$ cat src/urf_pkg.sv
// Shared types, codes and helpers for the UART register file.
`default_nettype none
package urf_pkg;

   // command codes
   localparam logic [1:0] CMD_READ  = 2'd0;
   localparam logic [1:0] CMD_WRITE = 2'd1;
   localparam logic [1:0] CMD_RX    = 2'd2;

   // register offsets
   localparam logic [2:0] OFS_DATA  = 3'd0;
   localparam logic [2:0] OFS_IER   = 3'd1;
   localparam logic [2:0] OFS_IIR   = 3'd2;
   localparam logic [2:0] OFS_LCR   = 3'd3;
   localparam logic [2:0] OFS_MCR   = 3'd4;
   localparam logic [2:0] OFS_LSR   = 3'd5;
   localparam logic [2:0] OFS_MSR   = 3'd6;
   localparam logic [2:0] OFS_SCR   = 3'd7;

   // bit positions
   localparam int LCR_DLAB = 7;
   localparam int MCR_LOOP = 4;
   localparam int MCR_OUT2 = 3;
   localparam int FCR_EN   = 0;
   localparam int FCR_RXCLR = 1;
   localparam int IER_RDA  = 0;
   localparam int IER_THRE = 1;
   localparam int IER_RLS  = 2;

   localparam logic [7:0] LSR_TX_EMPTY = 8'h60;
   localparam logic [7:0] IIR_RLS      = 8'h06;
   localparam logic [7:0] IIR_RDA      = 8'h04;
   localparam logic [7:0] IIR_THRE     = 8'h02;
   localparam logic [7:0] IIR_NONE     = 8'h01;
   localparam logic [7:0] IIR_FIFO_ON  = 8'hC0;

   typedef struct packed {
      logic [1:0] command;
      logic [2:0] offset;
      logic [7:0] wr_byte;
      logic [7:0] rx_line_byte;
   } urf_item_type;

   typedef struct packed {
      logic [7:0] read_data;
      logic       tx_valid;
      logic [7:0] tx_byte;
      logic       irq;
   } urf_result_type;

   // interrupt identification, highest priority first
   function automatic logic [7:0] urf_iid(input logic [3:0] ier, input logic ovr,
                                          input logic dr, input logic fifo_en);
      logic [7:0] id;
      if (ier[IER_RLS] && ovr) begin
         id = IIR_RLS;
      end else if (ier[IER_RDA] && dr) begin
         id = IIR_RDA;
      end else if (ier[IER_THRE]) begin
         id = IIR_THRE;
      end else begin
         id = IIR_NONE;
      end
      if (fifo_en) begin
         id = id | IIR_FIFO_ON;
      end
      return id;
   endfunction

endpackage
`default_nettype wire

$ cat src/urf_core.sv
// Register state and per-word decode/update logic of the UART register file.
`default_nettype none
module urf_core
   import urf_pkg::*;
(
   input  wire logic           clock,
   input  wire logic           reset,
   input  wire logic           step,
   input  wire urf_item_type   item,
   output urf_result_type      result
);

   logic [7:0]  lcr_ff, lcr_in;
   logic [3:0]  ier_ff, ier_in;
   logic [7:0]  fcr_ff, fcr_in;
   logic [4:0]  mcr_ff, mcr_in;
   logic [15:0] dl_ff, dl_in;
   logic [7:0]  scr_ff, scr_in;
   logic [7:0]  rhr_ff, rhr_in;
   logic        dr_ff, dr_in;
   logic        ovr_ff, ovr_in;

   logic       dlab;
   logic       loop;
   logic [7:0] msr;
   logic [7:0] iid_now;
   logic [7:0] iid_next;

   assign dlab = lcr_ff[LCR_DLAB];
   assign loop = mcr_ff[MCR_LOOP];
   assign msr  = loop ? {mcr_ff[3], mcr_ff[2], mcr_ff[0], mcr_ff[1], 4'b0000} : 8'h00;
   assign iid_now = urf_iid(ier_ff, ovr_ff, dr_ff, fcr_ff[FCR_EN]);

   always_comb begin
      lcr_in = lcr_ff;
      ier_in = ier_ff;
      fcr_in = fcr_ff;
      mcr_in = mcr_ff;
      dl_in  = dl_ff;
      scr_in = scr_ff;
      rhr_in = rhr_ff;
      dr_in  = dr_ff;
      ovr_in = ovr_ff;
      result = '0;
      case (item.command)
         CMD_READ: begin
            case (item.offset)
               OFS_DATA: begin
                  if (dlab) begin
                     result.read_data = dl_ff[7:0];
                  end else begin
                     result.read_data = rhr_ff;
                     dr_in = 1'b0;
                  end
               end
               OFS_IER: result.read_data = dlab ? dl_ff[15:8] : {4'b0000, ier_ff};
               OFS_IIR: result.read_data = iid_now;
               OFS_LCR: result.read_data = lcr_ff;
               OFS_MCR: result.read_data = {3'b000, mcr_ff};
               OFS_LSR: begin
                  result.read_data = LSR_TX_EMPTY | {6'b000000, ovr_ff, dr_ff};
                  ovr_in = 1'b0;
               end
               OFS_MSR: result.read_data = msr;
               default: result.read_data = scr_ff;
            endcase
         end
         CMD_WRITE: begin
            case (item.offset)
               OFS_DATA: begin
                  if (dlab) begin
                     dl_in[7:0] = item.wr_byte;
                  end else if (loop) begin
                     ovr_in = ovr_ff | dr_ff;
                     rhr_in = item.wr_byte;
                     dr_in  = 1'b1;
                  end else begin
                     result.tx_valid = 1'b1;
                     result.tx_byte  = item.wr_byte;
                  end
               end
               OFS_IER: begin
                  if (dlab) begin
                     dl_in[15:8] = item.wr_byte;
                  end else begin
                     ier_in = item.wr_byte[3:0];
                  end
               end
               OFS_IIR: begin
                  fcr_in = item.wr_byte;
                  if (item.wr_byte[FCR_RXCLR]) begin
                     dr_in = 1'b0;
                  end
               end
               OFS_LCR: lcr_in = item.wr_byte;
               OFS_MCR: mcr_in = item.wr_byte[4:0];
               OFS_SCR: scr_in = item.wr_byte;
               default: ;  // status registers are read-only
            endcase
         end
         CMD_RX: begin
            if (!loop) begin
               ovr_in = ovr_ff | dr_ff;
               rhr_in = item.rx_line_byte;
               dr_in  = 1'b1;
            end
         end
         default: ;
      endcase
      iid_next   = urf_iid(ier_in, ovr_in, dr_in, fcr_in[FCR_EN]);
      result.irq = mcr_in[MCR_OUT2] & ~iid_next[0];
   end

   always_ff @(posedge clock) begin
      if (reset) begin
         lcr_ff <= '0;
         ier_ff <= '0;
         fcr_ff <= '0;
         mcr_ff <= '0;
         dl_ff  <= '0;
         scr_ff <= '0;
         rhr_ff <= '0;
         dr_ff  <= 1'b0;
         ovr_ff <= 1'b0;
      end else if (step) begin
         lcr_ff <= lcr_in;
         ier_ff <= ier_in;
         fcr_ff <= fcr_in;
         mcr_ff <= mcr_in;
         dl_ff  <= dl_in;
         scr_ff <= scr_in;
         rhr_ff <= rhr_in;
         dr_ff  <= dr_in;
         ovr_ff <= ovr_in;
      end
   end

`ifndef SYNTHESIS
   // an LSR read always leaves overrun clear
   a_lsr_read_clears_ovr: assert property (@(posedge clock) disable iff (reset)
      (step && item.command == CMD_READ && item.offset == OFS_LSR) |=> !ovr_ff)
      else $error("overrun not cleared by LSR read");
   a_loop_no_tx: assert property (@(posedge clock) disable iff (reset)
      (step && loop) |-> !result.tx_valid)
      else $error("tx in loopback");
   a_loop_write_sets_dr: assert property (@(posedge clock) disable iff (reset)
      (step && loop && !dlab && item.command == CMD_WRITE && item.offset == OFS_DATA)
      |=> (dr_ff && rhr_ff == $past(item.wr_byte)))
      else $error("loopback byte lost");
   a_irq_needs_out2: assert property (@(posedge clock) disable iff (reset)
      (step && result.irq) |=> mcr_ff[MCR_OUT2])
      else $error("irq without OUT2");
`endif

endmodule
`default_nettype wire

$ cat src/uart_register_file_with_loopback_top.sv
// Top level of the 16550-style UART register file with loopback.
// A request word carries one bus access (read, write) or a byte arriving
// from the serial line; each request yields exactly one response word with
// read data, an optional transmitted byte, and the irq level after the
// access. The path is two registers deep: the request is captured in an
// input register, and the decode and register update run from it and land
// in the response register once that slot is free or draining. One word
// per cycle is sustained; the only limit is rsp_ready. While a finished
// response waits, the input register takes one more word and then
// req_ready stays low until the response drains. Offsets 0/1 go to the
// divisor latch when LCR bit 7 is set; MCR bit 4 loops THR writes into RBR
// and cuts off the line input. No FIFOs or bit timing are modeled; the
// transmitter always reads as empty.
`default_nettype none
module uart_register_file_with_loopback_top
   import urf_pkg::*;
(
   input  wire logic       clock,
   input  wire logic       reset,
   input  wire logic       req_valid,
   output logic            req_ready,
   input  wire logic [1:0] req_command,
   input  wire logic [2:0] req_offset,
   input  wire logic [7:0] req_wr_byte,
   input  wire logic [7:0] req_rx_line_byte,
   output logic            rsp_valid,
   input  wire logic       rsp_ready,
   output logic [7:0]      rsp_read_data,
   output logic            rsp_tx_valid,
   output logic [7:0]      rsp_tx_byte,
   output logic            rsp_irq
);

   urf_item_type   in_ff;
   logic           in_valid_ff;
   urf_result_type rsp_ff;
   logic           rsp_valid_ff;
   urf_result_type core_result;
   logic           advance;

   // stage 2 moves when the response slot is free or draining this cycle
   assign advance   = in_valid_ff && (!rsp_valid_ff || rsp_ready);
   assign req_ready = !in_valid_ff || advance;

   always_ff @(posedge clock) begin
      if (reset) begin
         in_valid_ff <= 1'b0;
      end else if (req_ready) begin
         in_valid_ff <= req_valid;
      end
   end

   // request payload: no reset needed
   always_ff @(posedge clock) begin
      if (req_valid && req_ready) begin
         in_ff.command      <= req_command;
         in_ff.offset       <= req_offset;
         in_ff.wr_byte      <= req_wr_byte;
         in_ff.rx_line_byte <= req_rx_line_byte;
      end
   end

   urf_core u_core (
      .clock  (clock),
      .reset  (reset),
      .step   (advance),
      .item   (in_ff),
      .result (core_result)
   );

   always_ff @(posedge clock) begin
      if (reset) begin
         rsp_valid_ff <= 1'b0;
      end else if (advance) begin
         rsp_valid_ff <= 1'b1;
      end else if (rsp_ready) begin
         rsp_valid_ff <= 1'b0;
      end
   end

   always_ff @(posedge clock) begin
      if (advance) begin
         rsp_ff <= core_result;
      end
   end

   assign rsp_valid     = rsp_valid_ff;
   assign rsp_read_data = rsp_ff.read_data;
   assign rsp_tx_valid  = rsp_ff.tx_valid;
   assign rsp_tx_byte   = rsp_ff.tx_byte;
   assign rsp_irq       = rsp_ff.irq;

`ifndef SYNTHESIS
   a_hold_blocked: assert property (@(posedge clock) disable iff (reset)
      (in_valid_ff && !advance) |=> in_valid_ff)
      else $error("pending request dropped");
   a_no_overwrite: assert property (@(posedge clock) disable iff (reset)
      (rsp_valid_ff && !rsp_ready) |-> !advance)
      else $error("response overwritten");
   a_resp_follows: assert property (@(posedge clock) disable iff (reset)
      advance |=> rsp_valid_ff)
      else $error("response missing");
`endif

endmodule
`default_nettype wire

$ cat config.mk
export PLATFORM = sky130hd
export DESIGN_NAME = uart_register_file_with_loopback_top
export DESIGN_NICKNAME = d
export VERILOG_FILES = /design/src/urf_pkg.sv /design/src/urf_core.sv /design/src/uart_register_file_with_loopback_top.sv
export SDC_FILE = /design/constraint.sdc
export NUM_CORES = 1
export LEC_CHECK = 0
export BUFFER_PORTS_ARGS = -buffer_cell sky130_fd_sc_hd__buf_2
export CORE_MARGIN = 2
export CORE_UTILIZATION = 63
export DETAILED_ROUTE_END_ITERATION = 7
export PLACE_DENSITY = 0.95
export SLEW_MARGIN = 10
export SYNTH_ARGS = -nofsm -noshare
export SYNTH_HDL_FRONTEND = slang
export SYNTH_SLANG_ARGS = --single-unit
$ cat constraint.sdc
create_clock -name clock -period 3.7 [get_ports clock]
set_input_delay 0.74 -clock clock [delete_from_list [all_inputs] [get_ports clock]]
set_output_delay 0.74 -clock clock [all_outputs]
set_load 0.02 [all_outputs]
==> flow_results.xml <==
<?xml version="1.0" encoding="UTF-8"?>
<metrics>
  <group name="routing">
    <metric name="dr_wl_met3" unit="um">793</metric>
    <metric name="final_antenna_net_count" unit="">0</metric>
    <metric name="drtPass1Iterations" unit="">5</metric>
    <metric name="dr.max_layer_used" unit="">met4</metric>
    <metric name="drt_first_iter_violations" unit="">479</metric>
    <metric name="metal_1_wl" unit="um">4090</metric>
    <metric name="detail_route.drc_violations" unit="">0</metric>
    <metric name="wl_per_cell" unit="um">19.1</metric>
    <metric name="drt-total-wl" unit="um">9700</metric>
    <metric name="avgViaCountPerCell" unit="">6.46</metric>
    <metric name="met2WireLength" unit="um">4550</metric>
    <metric name="route.vias.total" unit="">3282</metric>
  </group>
  <group name="synth">
    <metric name="synthesis.area" unit="um^2">4270</metric>
    <metric name="synth.yosys.warnings" unit="">0</metric>
    <metric name="post-synth-top-area-fraction" unit="%">27.4</metric>
    <metric name="synthArstFlopShare" unit="%">0</metric>
    <metric name="netlist_top_cells_count" unit="">dfxtp_1 (54), mux2i_1 (40), edfxtp_1 (39), nor2_1 (35), a21oi_1 (29)</metric>
    <metric name="synthMostInstantiatedCell" unit="">dfxtp_1</metric>
    <metric name="ys_seq_area_share" unit="%">52.8</metric>
    <metric name="syn-instance-count" unit="">403</metric>
    <metric name="synth-seq-cells" unit="">93</metric>
    <metric name="synth_nets" unit="">428</metric>
    <metric name="syn_avg_cell_area" unit="um^2">10.6</metric>
    <metric name="synth_flop_cell" unit="">dfxtp_1</metric>
    <metric name="synth_enable_flop_cells" unit="">39</metric>
    <metric name="synth_top_cell_by_area" unit="">edfxtp_1</metric>
    <metric name="synth.area.top_cells" unit="">edfxtp_1 (27%), dfxtp_1 (25%), mux2i_1 (9.4%)</metric>
    <metric name="count_of_cell_types_in_the_netlist" unit="">59</metric>
  </group>
  <group name="power_and_ir_drop">
    <metric name="share_seq_of_total_power" unit="%">58.1</metric>
    <metric name="vdd_drop_max" unit="uV">347</metric>
    <metric name="switching_share" unit="%">25.1</metric>
    <metric name="p_comb_share" unit="%">6.9</metric>
    <metric name="power" unit="uW">1960</metric>
    <metric name="total_switching_power" unit="uW">491</metric>
    <metric name="power_share_of_the_clock_group" unit="%">35.0</metric>
    <metric name="power.leakage" unit="uW">0.00181</metric>
    <metric name="p_per_area" unit="nW/um^2">423</metric>
    <metric name="p_int" unit="uW">1470</metric>
  </group>
  <group name="grt">
    <metric name="globalRouteTotalUtil" unit="%">27.8</metric>
    <metric name="antenna_violations_before_repair" unit="">0</metric>
    <metric name="grt_pass1_vias" unit="">3132</metric>
    <metric name="grt_first_pass_wirelength" unit="um">15900</metric>
    <metric name="grt_max_degree" unit="">55</metric>
    <metric name="grt_overflow" unit="">0</metric>
  </group>
  <group name="floorplanning">
    <metric name="num_rows" unit="">29</metric>
    <metric name="fp.dieW" unit="um">86.3</metric>
    <metric name="initial_utilization" unit="%">66.1</metric>
    <metric name="fp.coreArea" unit="um^2">6460</metric>
    <metric name="dieArea" unit="um^2">7450</metric>
    <metric name="top_level_ports" unit="">45</metric>
    <metric name="die-height" unit="um">86.3</metric>
  </group>
  <group name="setup_path">
    <metric name="regToRegSetupSlack" unit="ns">1.28</metric>
    <metric name="rr_startpoint" unit="">in_ff[19]</metric>
    <metric name="worstPathRequired" unit="ns">3.99</metric>
    <metric name="critical-path-top-delay-family" unit="">simple AND/OR/NAND/NOR gates</metric>
    <metric name="worstSetupEndpoint" unit="">u_core.dl_ff[2]</metric>
    <metric name="criticalPathCategory" unit="">reg2reg</metric>
    <metric name="critPathArrivalTime" unit="ns">2.71</metric>
    <metric name="cp.depth" unit="">4</metric>
    <metric name="crit_path_cell_trace" unit="">nor2b_1 &gt; and4_1 &gt; nand3_1 &gt; a21oi_1</metric>
    <metric name="cpPeakStageDelay" unit="ns">0.74</metric>
    <metric name="crit_path_max_fanout" unit="">16</metric>
    <metric name="crit_end_element" unit="">register</metric>
    <metric name="path_buf_inv" unit="">0</metric>
    <metric name="timing.rr.end" unit="">u_core.dl_ff[2]</metric>
    <metric name="r2r_cell_count" unit="">4</metric>
    <metric name="startpoint_type" unit="">register</metric>
    <metric name="worstSetupStartpoint" unit="">in_ff[19]</metric>
    <metric name="critical_path.slowest_cell" unit="">and4_1</metric>
  </group>
  <group name="cells_and_area">
    <metric name="cell_area_after_layout" unit="um^2">4640</metric>
    <metric name="antenna_cells_inserted" unit="">0</metric>
    <metric name="final_instance_count_without_filler_cells" unit="">508</metric>
    <metric name="design.final.nets" unit="">451</metric>
    <metric name="flow.area_growth_from_synthesis" unit="%">8.65</metric>
    <metric name="final_layout_size_suffix_gt1_share" unit="%">19.3</metric>
  </group>
  <group name="timing">
    <metric name="setup_slack" unit="ns">1.28</metric>
    <metric name="timing.final.crit_share" unit="%">65.5</metric>
    <metric name="fin_skew" unit="ns">0.0136</metric>
    <metric name="grt_setup_unrepaired" unit="">no</metric>
    <metric name="max_clock_freq" unit="MHz">413</metric>
    <metric name="worst_slew_margin_rel" unit="%">32.8</metric>
    <metric name="timing_hold_violations_final" unit="">0</metric>
    <metric name="timing.final.max_slew_violations" unit="">0</metric>
    <metric name="setup_violations" unit="">0</metric>
    <metric name="tightest_slew" unit="ns">1.01</metric>
    <metric name="fin_setup_tns" unit="ns">0</metric>
    <metric name="finalWorstPathRequiredPeriod" unit="ns">2.42</metric>
  </group>
  <group name="clock_tree">
    <metric name="tritoncts_clock_tree" unit="">built</metric>
    <metric name="root_buffer" unit="">clkbuf_8</metric>
    <metric name="cts.clk_slew.worst_paths" unit="ns">0.08</metric>
    <metric name="clk-insertion-delay-late" unit="ns">0.38</metric>
    <metric name="cts-buffers-inserted" unit="">9</metric>
    <metric name="clk_path_buf_depth" unit="">2</metric>
    <metric name="cts.hold.buffers_added" unit="">0</metric>
    <metric name="post_cts_resized" unit="">0</metric>
    <metric name="cts-htree-levels" unit="">3</metric>
    <metric name="clock_sink_count" unit="">93</metric>
    <metric name="post-cts-setup-buffers" unit="">0</metric>
  </group>
  <group name="place">
    <metric name="placed_cells_incl_taps" unit="">492</metric>
    <metric name="port_buffers" unit="">44</metric>
    <metric name="place_congestion" unit="">1.00</metric>
    <metric name="dpl-instance-area" unit="um^2">4440</metric>
    <metric name="dp_hpwl" unit="um">6390</metric>
    <metric name="pre_cts_ws" unit="ns">1.42</metric>
  </group>
  <group name="status">
    <metric name="run_status" unit="">finished clean</metric>
  </group>
  <group name="hold_path">
    <metric name="hp-class" unit="">reg2reg</metric>
    <metric name="min_path_cells" unit="">2</metric>
  </group>
  <group name="run">
    <metric name="drv_cap" unit="">0</metric>
  </group>
</metrics>
## cell usage in the layout, fill, tap and decap left out, types with 4 or more instances in the layout
master / instances
dfxtp_1: 54
buf_2: 44
mux2i_1: 40
edfxtp_1: 39
nor2_1: 35
a21oi_1: 29
nand2_1: 23
nand3_1: 22
o21ai_0: 17
and2_1: 14
clkbuf_8: 9
nor2b_1: 8
a311oi_1: 8
and3_1: 6
mux2_2: 6
nand2b_1: 5
nand4_1: 5
a31oi_1: 4
a22oi_1: 4
## how the worst min path moves through the flow
stage | start | to | slack, ns
floorplan | u_core.dl_ff[14] | u_core.dl_ff[14] | 0.43
CTS | u_core.dl_ff[8] | u_core.dl_ff[8] | 0.46
global placement | u_core.dl_ff[8] | u_core.dl_ff[8] | 0.44
detailed placement | u_core.dl_ff[8] | u_core.dl_ff[8] | 0.45
global route | u_core.dl_ff[14] | u_core.dl_ff[14] | 0.49
finish | u_core.dl_ff[11] | u_core.dl_ff[11] | 0.46
## cell families (layout without fill, tap and decap cells)
| logic type | count (synthesis) | in the layout | share of synthesized area [%] |
|---|---|---|---|
| AND/OR/NAND/NOR | 137 | 137 | 17.6 |
| flip-flops | 93 | 93 | 52.8 |
| buffers and inverters | 37 | 65 | 4.13 |
| multiplexers | 47 | 47 | 11.5 |
| AO/OA/AOI/OAI | 89 | 89 | 14.0 |
## final cells by class
type | instances | area [um^2]
Clock buffer | 10 | 128
Clock inverter | 6 | 71.3
Fill cell | 477 | 1820
Inverter | 2 | 7.51
Multi-Input combinational cell | 273 | 1840
Sequential cell | 93 | 2250
Tap cell | 77 | 96.3
Timing Repair Buffer | 47 | 243
## routing by layer
layer / up-vias / global-route usage, %
met5: - / 0
met4: 0 / 11.2
met3: 28 / 6.19
met2: 168 / 43.5
met1: 1558 / 37.9
li1: 1528 / -
## stage by stage
step | utilization, % | hold WS, ns
floorplan | - | 0.432
global placement | 68.7 | 0.439
detailed placement | 68.7 | 0.448
CTS | 71.8 | 0.461
global route | 71.8 | 0.491
finish | 71.8 | 0.464
## worst min-delay path: stages, from the launching register on
cell and delay [ns]:
dfxtp_1 0.32, nand2_1 0.05, a21oi_1 0.05
## state kept, by name, summed over array words and instances, names as in the netlist, 4 cells and up
name           count
u_core.ier_ff      4
u_core.lcr_ff      8
u_core.rhr_ff      8
rsp_tx_byte        8
in_ff             21
rsp_read_data      8
u_core.scr_ff      8
u_core.dl_ff      16
u_core.mcr_ff      5
## power by group through the flow
stage	logic, uW	registers (uW)	clock network (uW)
floorplan	99.2	1150	0
global placement	129	1160	0
detailed placement	132	1160	0
CTS	133	1140	689
global route	146	1140	731
finish	134	1140	686
(Power assumes the default switching activity.)
